## src/acm_pkg.sv

```systemverilog
package acm_pkg;

    localparam int NUM_RANGES = 9;
    localparam int RANGE_W    = 4;
    localparam int CAP_W      = 16;
    localparam int SCALE_W    = 44;
    localparam int FF_W       = 44;
    localparam int LIMIT_W    = 30;
    localparam int CODE_W     = 3;
    localparam int FRAC_W     = 16;
    localparam int PROD_W     = CAP_W + SCALE_W;

    localparam logic [RANGE_W-1:0] LAST_RANGE  = RANGE_W'(NUM_RANGES - 1);
    localparam logic [RANGE_W-1:0] RESET_RANGE =
        (NUM_RANGES > 4) ? RANGE_W'(4) : LAST_RANGE;

    localparam logic [CAP_W-1:0]   OVF_CAPTURE   = 16'hFFFF;
    localparam logic [LIMIT_W-1:0] ZERO_LIMIT_RST = 30'd100000;

    // Timer clock select codes
    localparam logic [CODE_W-1:0] CS_DIV1    = 3'd1;
    localparam logic [CODE_W-1:0] CS_DIV8    = 3'd2;
    localparam logic [CODE_W-1:0] CS_DIV64   = 3'd3;
    localparam logic [CODE_W-1:0] CS_DIV256  = 3'd4;
    localparam logic [CODE_W-1:0] CS_DIV1024 = 3'd5;

    // One-hot drive resistor selects
    localparam logic [CODE_W-1:0] DRV_LOW  = 3'd1;
    localparam logic [CODE_W-1:0] DRV_MID  = 3'd2;
    localparam logic [CODE_W-1:0] DRV_HIGH = 3'd4;

    typedef struct packed {
        logic [SCALE_W-1:0] scale;      // fF per tick, 28.16
        logic [CAP_W-1:0]   threshold;  // step up below this capture
        logic [CODE_W-1:0]  clk_code;
        logic [CODE_W-1:0]  drv_code;
    } t_range_desc;

    typedef struct packed {
        logic [RANGE_W-1:0] cur;
        logic               ovf;
        logic [FF_W-1:0]    raw;
        logic [RANGE_W-1:0] nxt;
        logic [CODE_W-1:0]  clk_code;
        logic [CODE_W-1:0]  drv_code;
    } t_conv;

    typedef struct packed {
        logic [RANGE_W-1:0] range_used;
        logic               over_range;
        logic [FF_W-1:0]    capacitance_ff;
        logic               zero_taken;
        logic [RANGE_W-1:0] next_range;
        logic [CODE_W-1:0]  next_prescale_code;
        logic [CODE_W-1:0]  next_resistor_code;
    } t_result;

    // Ranges past the table reuse the last entry.
    function automatic t_range_desc desc_of(input logic [RANGE_W-1:0] r);
        t_range_desc d;
        unique case (r)
            4'd0:    d = '{44'd10259673725906, 16'd16384, CS_DIV1024, DRV_LOW};
            4'd1:    d = '{44'd2564918431477,  16'd16384, CS_DIV256,  DRV_LOW};
            4'd2:    d = '{44'd641229607869,   16'd8192,  CS_DIV64,   DRV_LOW};
            4'd3:    d = '{44'd80153700984,    16'd8192,  CS_DIV8,    DRV_LOW};
            4'd4:    d = '{44'd10019212623,    16'd14156, CS_DIV1,    DRV_LOW};
            4'd5:    d = '{44'd2164149927,     16'd8192,  CS_DIV8,    DRV_MID};
            4'd6:    d = '{44'd270518741,      16'd5243,  CS_DIV1,    DRV_MID};
            4'd7:    d = '{44'd21641499,       16'd8192,  CS_DIV8,    DRV_HIGH};
            default: d = '{44'd2705187,        16'd0,     CS_DIV1,    DRV_HIGH};
        endcase
        return d;
    endfunction

endpackage

```

## src/acm_convert.sv

```systemverilog
module acm_convert (
    input  logic                          i_clk,
    input  logic                          i_rst_n,
    input  logic                          i_adv,
    input  logic [acm_pkg::CAP_W-1:0]     i_cap,
    output acm_pkg::t_conv                o_conv
);

    logic [acm_pkg::RANGE_W-1:0] r_range;
    logic [acm_pkg::RANGE_W-1:0] n_range;
    acm_pkg::t_range_desc        cur_desc;
    acm_pkg::t_range_desc        nxt_desc;
    logic [acm_pkg::PROD_W-1:0]  prod;
    logic                        ovf;

    assign cur_desc = acm_pkg::desc_of(r_range);
    assign ovf      = (i_cap == acm_pkg::OVF_CAPTURE);
    assign prod     = {{acm_pkg::SCALE_W{1'b0}}, i_cap}
                    * {{acm_pkg::CAP_W{1'b0}}, cur_desc.scale};

    // Step down on overflow, up on a short capture, otherwise hold.
    always_comb begin
        n_range = r_range;
        priority if (ovf) begin
            if (r_range != '0) n_range = r_range - 1'b1;
        end else if (i_cap < cur_desc.threshold && r_range < acm_pkg::LAST_RANGE) begin
            n_range = r_range + 1'b1;
        end else begin
            n_range = r_range;
        end
    end

    assign nxt_desc = acm_pkg::desc_of(n_range);

    always_comb begin
        o_conv.cur      = r_range;
        o_conv.ovf      = ovf;
        o_conv.raw      = prod[acm_pkg::PROD_W-1:acm_pkg::FRAC_W];
        o_conv.nxt      = n_range;
        o_conv.clk_code = nxt_desc.clk_code;
        o_conv.drv_code = nxt_desc.drv_code;
    end

    always_ff @(posedge i_clk) begin
        if (!i_rst_n) begin
            r_range <= acm_pkg::RESET_RANGE;
        end else if (i_adv) begin
            r_range <= n_range;
        end
    end

endmodule

```

## src/acm_zero.sv

```systemverilog
module acm_zero (
    input  logic                          i_clk,
    input  logic                          i_rst_n,
    input  logic                          i_adv,
    input  logic [acm_pkg::LIMIT_W-1:0]   i_zero_limit,
    input  acm_pkg::t_conv                i_conv,
    output acm_pkg::t_result              o_res
);

    logic                       r_zero_done;
    logic [acm_pkg::FF_W-1:0]   r_zero_offset;
    logic                       took;
    logic                       done_eff;
    logic [acm_pkg::FF_W-1:0]   offset_eff;
    logic [acm_pkg::FF_W-1:0]   corrected;

    assign took = !r_zero_done && (i_conv.cur == acm_pkg::LAST_RANGE)
               && (i_conv.raw < {{(acm_pkg::FF_W-acm_pkg::LIMIT_W){1'b0}}, i_zero_limit});
    assign done_eff   = r_zero_done || took;
    assign offset_eff = took ? i_conv.raw : r_zero_offset;

    // Subtract the offset and clamp at zero.
    always_comb begin
        if (!done_eff) begin
            corrected = i_conv.raw;
        end else if (i_conv.raw > offset_eff) begin
            corrected = i_conv.raw - offset_eff;
        end else begin
            corrected = '0;
        end
    end

    always_comb begin
        o_res.range_used         = i_conv.cur;
        o_res.over_range         = i_conv.ovf;
        o_res.capacitance_ff     = corrected;
        o_res.zero_taken         = took;
        o_res.next_range         = i_conv.nxt;
        o_res.next_prescale_code = i_conv.clk_code;
        o_res.next_resistor_code = i_conv.drv_code;
    end

    always_ff @(posedge i_clk) begin
        if (!i_rst_n) begin
            r_zero_done <= 1'b0;
        end else if (i_adv && took) begin
            r_zero_done <= 1'b1;
        end
    end

    always_ff @(posedge i_clk) begin
        if (!i_rst_n) begin
            r_zero_offset <= '0;
        end else if (i_adv && took) begin
            r_zero_offset <= i_conv.raw;
        end
    end

endmodule

```

## src/autorange_capacitance_meter.sv

```systemverilog
// Auto-ranging RC charge-time capacitance meter.
// Slave stream: one 16-bit charge-time capture per transfer in s_tdata[15:0];
// 0xFFFF marks a timer overflow. Master stream: one result per capture.
// Config channel: zero limit in femtofarads, taken whenever cfg_valid is high;
// write it only while no capture is in flight.
// Each capture is scaled by a per-range constant, the first slowest-range
// reading below the zero limit is kept as offset, and the next range with its
// prescale and resistor codes is reported for the front end.
// Path: each capture passes the input register, the multiply stage and the
// result register before m_tvalid rises; the result transfers once m_tready
// is high. Throughput: one capture per cycle while m_tready is high; the
// range register closes its loop inside the multiply stage, the zero offset
// inside the result stage, so back-to-back captures never wait on each other.
// Reset: range 4 (or the last range when there are fewer), no zero offset,
// zero limit 100000 fF, pipeline empty.
// Stall: when m_tready is low the result holds on the port; the two stages
// behind it still fill, and s_tready drops only once all three are full.
module autorange_capacitance_meter (
    input  logic        i_clk,
    input  logic        i_rst_n,
    // capture input
    input  logic        i_s_tvalid,
    output logic        o_s_tready,
    input  logic [15:0] i_s_tdata,   // [15:0] capture_count
    // result output
    output logic        o_m_tvalid,
    input  logic        i_m_tready,
    output logic [63:0] o_m_tdata,   // [3:0] range_used, [47:4] capacitance_ff,
                                     // [51:48] next_range, [54:52] next_prescale_code,
                                     // [57:55] next_resistor_code, [63:58] zero
    output logic [1:0]  o_m_tuser,   // [0] over_range, [1] zero_taken
    // zero limit write
    input  logic        i_cfg_valid,
    output logic        o_cfg_ready,
    input  logic [29:0] i_cfg_wdata
);

    logic                           r_in_valid;
    logic [acm_pkg::CAP_W-1:0]      r_in_cap;
    logic                           r_mid_valid;
    acm_pkg::t_conv                 r_mid;
    logic                           r_out_valid;
    acm_pkg::t_result               r_out;
    logic [acm_pkg::LIMIT_W-1:0]    r_zero_limit;

    acm_pkg::t_conv                 conv;
    acm_pkg::t_result               res;
    logic                           out_free;
    logic                           adv_out;
    logic                           mid_free;
    logic                           adv_mid;
    logic                           in_free;
    logic                           in_xfer;

    // Ready ripples back from the output: a stage may load when it is empty
    // or when its content moves on in the same cycle.
    assign out_free = !r_out_valid || i_m_tready;
    assign adv_out  = r_mid_valid && out_free;
    assign mid_free = !r_mid_valid || adv_out;
    assign adv_mid  = r_in_valid && mid_free;
    assign in_free  = !r_in_valid || adv_mid;
    assign in_xfer  = i_s_tvalid && in_free;

    assign o_s_tready  = in_free;
    assign o_cfg_ready = 1'b1;

    acm_convert u_convert (
        .i_clk   (i_clk),
        .i_rst_n (i_rst_n),
        .i_adv   (adv_mid),
        .i_cap   (r_in_cap),
        .o_conv  (conv)
    );

    acm_zero u_zero (
        .i_clk        (i_clk),
        .i_rst_n      (i_rst_n),
        .i_adv        (adv_out),
        .i_zero_limit (r_zero_limit),
        .i_conv       (r_mid),
        .o_res        (res)
    );

    // Stage valid flags
    always_ff @(posedge i_clk) begin
        if (!i_rst_n) begin
            r_in_valid  <= 1'b0;
            r_mid_valid <= 1'b0;
            r_out_valid <= 1'b0;
        end else begin
            if (in_free)  r_in_valid  <= i_s_tvalid;
            if (mid_free) r_mid_valid <= r_in_valid;
            if (out_free) r_out_valid <= r_mid_valid;
        end
    end

    // Payload registers: load on advance, hold otherwise.
    always_ff @(posedge i_clk) begin
        if (in_xfer) r_in_cap <= i_s_tdata;
        if (adv_mid) r_mid    <= conv;
        if (adv_out) r_out    <= res;
    end

    always_ff @(posedge i_clk) begin
        if (!i_rst_n) begin
            r_zero_limit <= acm_pkg::ZERO_LIMIT_RST;
        end else if (i_cfg_valid) begin
            r_zero_limit <= i_cfg_wdata;
        end
    end

    assign o_m_tvalid = r_out_valid;
    assign o_m_tdata  = {6'd0,
                         r_out.next_resistor_code,
                         r_out.next_prescale_code,
                         r_out.next_range,
                         r_out.capacitance_ff,
                         r_out.range_used};
    assign o_m_tuser  = {r_out.zero_taken, r_out.over_range};

endmodule

```

## config.mk

```make
export PLATFORM = sky130hd
export DESIGN_NAME = autorange_capacitance_meter
export DESIGN_NICKNAME = d
export VERILOG_FILES = /design/src/acm_pkg.sv /design/src/acm_convert.sv /design/src/acm_zero.sv /design/src/autorange_capacitance_meter.sv
export SDC_FILE = /design/constraint.sdc
export NUM_CORES = 2
export LEC_CHECK = 0
export ABC_AREA = 1
export BUFFER_PORTS_ARGS = -buffer_cell sky130_fd_sc_hd__buf_2
export CORE_ASPECT_RATIO = 1.25
export CORE_MARGIN = 4
export CORE_UTILIZATION = 50
export CTS_CLUSTER_DIAMETER = 150
export DETAILED_ROUTE_END_ITERATION = 8
export PLACE_DENSITY = 0.74
export RECOVER_POWER = 50
export SKIP_CTS_REPAIR_TIMING = 1
export SLEW_MARGIN = 20
export SYNTH_ARGS = -nofsm -noshare
export SYNTH_HDL_FRONTEND = slang
export SYNTH_SLANG_ARGS = --single-unit
```

## constraint.sdc

```tcl
create_clock -name i_clk -period 6.8 [get_ports i_clk]
set_input_delay 0.68 -clock i_clk [delete_from_list [all_inputs] [get_ports i_clk]]
set_output_delay 0.68 -clock i_clk [all_outputs]
set_load 0.05 [all_outputs]
```

==> metrics.txt <==
final setup margin 246 ps; CP Launch Point u_convert.r_range[3]$_SDFFE_PN0P_; hpwl dp 93,600 um; count of unique library cells instantiated by Yosys 57; worst hold start i_s_tdata[13]; layout cell share with drive strength beyond 1 6.03%; hold-critical path endpoint r_in_cap[13]$_DFFE_PP_; PortBufs 112; vias per inst 5.40; largest net degree at the start of global routing 76; ANT cells 0; die area 73,700 um^2; CP required 7120 ps; Final Hold Fails 0; footprint of the multi-input gates 24,000 um^2; Final period util 96.4%; CTS tree built; Final ANT Viol Nets 0; RSZ-0062 raised after global routing no; clk_lat worst skew 610 ps; H-Tree Depth 1; Initial Utilization 50.7%; first-pass GRT wire length 172,000 um; row cnt 107; number of global-route vias before repair 30,826; initial DRC count 2,150; # IOs 120; pre-CTS setup slack 184 ps; Async SR Flop Fraction 0%; drt wl/cell 20.7 um; syn_area_per_cell 7.97 um^2; Crit path largest cell delay 600 ps; RR Startpoint u_convert.r_range[3]$_SDFFE_PN0P_; Post-Route Skew 35.2 ps; CP Max Fanout 10; DRC Markers 0; Die Height 303 um; CTS Buf Count 29; Die X 244 um; sequential element share of the synthesized area 18.8%; Max clock buf depth 3; CP bufs+invs 5; DR pass1 iterations 5; FF-to-FF setup slack 250 ps; TNS Setup 0 ps; Yosys warnings 0; CP delay by family, top adder cells; Hold Path Stages 1; Setup CP Type register to register; CP arrival 6870 ps; crit path launch type register; Overflow after GRT 0; wirelength, routed 113,000 um; GRT Total Usage 30.6%; relative slew slack -128%; ys flop type edfxtp_1; FF-to-FF End r_mid[38]$_DFFE_PP_; core area 68,400 um^2; cells after synthesis 4,353; CP Cell Sequence buf_4 -> nor2_1 -> clkinv_1 -> buf_4 -> nand2_1 -> fa_1 -> fa_1 -> fa_1 -> fa_1 -> inv_1 -> fa_1 -> fa_1 -> ha_1 -> a21o_1 -> a31oi_1 -> o21ai_0 -> nand2_1 -> nand3_1 -> a21oi_1 -> buf_4 -> o21ai_0 -> xor2_1; Post-Syn Area 34,700 um^2; status finished, violations left; EDFF count, synth 135; slowest CP cell fa_1; Reg area 6520 um^2; Finish-stage setup viols 0; Worst-Margin Slew 3410 ps; GPL Wtd Cong 1.03; via count 29,449; Reg2Reg Depth 22; FILL cells 6,471; max-cap violation count 4; WHS 254 ps; register bit total from synthesis 258; failing checks max-capacitance violations, max-slew violations; Layout area overhead 9.23%; initial antenna violation count 0; Clock Pin Slew Worst Setup and Hold Paths 70 ps; root buffer cell clkbuf_16; CTS Sinks 258; CP Capture Type register; fin. max-slew vios 176; worst hold path class primary input to register; final critical-path required period 6550 ps; Highest Clock Rate 153 MHz; crit-path most repeated cell fa_1; nets@finish 5,355
-- cells in the mapped netlist (3+ instances only) --
cell type	n	area, um^2
buf_6	10	113
buf_1	9	33.8
nor4_1	15	93.8
buf_2	17	85.1
o21ai_1	52	260
nor3_1	25	125
nor3b_1	6	45.0
clkinv_1	18	67.6
a21oi_1	195	976
clkbuf_1	81	304
a31oi_1	25	156
nand2_2	4	25.0
o211ai_1	9	67.6
o21bai_1	13	97.6
fa_1	523	10500
inv_2	9	33.8
dfxtp_1	123	2460
nand3b_1	3	22.5
nor3b_2	12	150
nand3_1	97	485
a21o_1	16	120
xnor2_1	26	228
nand2_1	853	3200
o21ai_0	172	861
xor2_1	49	429
buf_4	8	60.1
a21boi_0	4	30.0
inv_1	947	3550
o21a_1	15	113
and3_1	4	25.0
nor2_1	548	2060
edfxtp_1	135	4050
nand4_1	20	125
ha_1	279	3490
-- through the flow --
step	instances	area, um^2	util, %
after global routing	5451	37900	55.4
after floorplan	4358	34700	-
after CTS	5446	37900	55.4
after global placement	5392	36900	53.9
final	5451	37900	55.4
after detailed placement	5392	36900	53.9
-- worst max path at each step --
stage	endpoint	slack, ps	cells after the start
after floorplan	r_mid[44]$_DFFE_PP_	380	30
after global placement	r_mid[53]$_DFFE_PP_	210	27
final	r_mid[38]$_DFFE_PP_	250	22
after CTS	r_mid[39]$_DFFE_PP_	150	25
after global routing	r_mid[42]$_DFFE_PP_	9	27
after detailed placement	r_mid[39]$_DFFE_PP_	180	25
-- kinds of logic (layout without fill, tap and decap cells) --
| logic type | after synthesis | after routing | synth area share, % |
|---|---|---|---|
| compound gates | 512 | 512 | 8.02 |
| xor+xnor | 75 | 75 | 1.89 |
| fa+ha+maj | 802 | 802 | 40.2 |
| buf+inv | 1101 | 1268 | 12.3 |
| flops | 258 | 258 | 18.8 |
| other cells | 2 | 7 | 0.0216 |
| simple gates | 1603 | 1603 | 18.8 |
-- cell type report --
type,count,share of cell area (%)
Clock buffer,41,2.37
Clock inverter,13,0.422
Inverter,975,9.70
Multi-Input combinational cell,2999,63.2
Sequential cell,258,17.2
Tap cell,926,3.06
Timing Repair Buffer,239,4.04
-- metal layers --
metal,part of all wire (%),track usage [%],vias up
met4,7.6,18.2,0
met1,36,34.3,14123
li1,-,-,13556
met3,7.7,5.06,398
met5,0,0,-
met2,49,54.8,1372
-- layout by cell type (no fill, tap or decap), types with 12 or more instances in the layout --
| cell | n |
|---|---|
| a21o_1 | 16 |
| a21oi_1 | 191 |
| a31oi_1 | 25 |
| buf_2 | 49 |
| buf_4 | 114 |
| clkbuf_1 | 72 |
| clkbuf_16 | 34 |
| clkinv_1 | 19 |
| dfxtp_1 | 123 |
| edfxtp_1 | 135 |
| fa_1 | 523 |
| ha_1 | 279 |
| inv_1 | 940 |
| inv_2 | 13 |
| nand2_1 | 853 |
| nand3_1 | 97 |
| nand4_1 | 20 |
| nor2_1 | 547 |
| nor3_1 | 25 |
| nor3b_2 | 12 |
| nor4_1 | 15 |
| o21a_1 | 15 |
| o21ai_0 | 171 |
| o21ai_1 | 53 |
| o21bai_1 | 13 |
| xnor2_1 | 26 |
| xor2_1 | 49 |
Power is left out: the tool's default activity adds up to more than one toggle a clock period on the data nets, which glitch-free logic cannot reach.
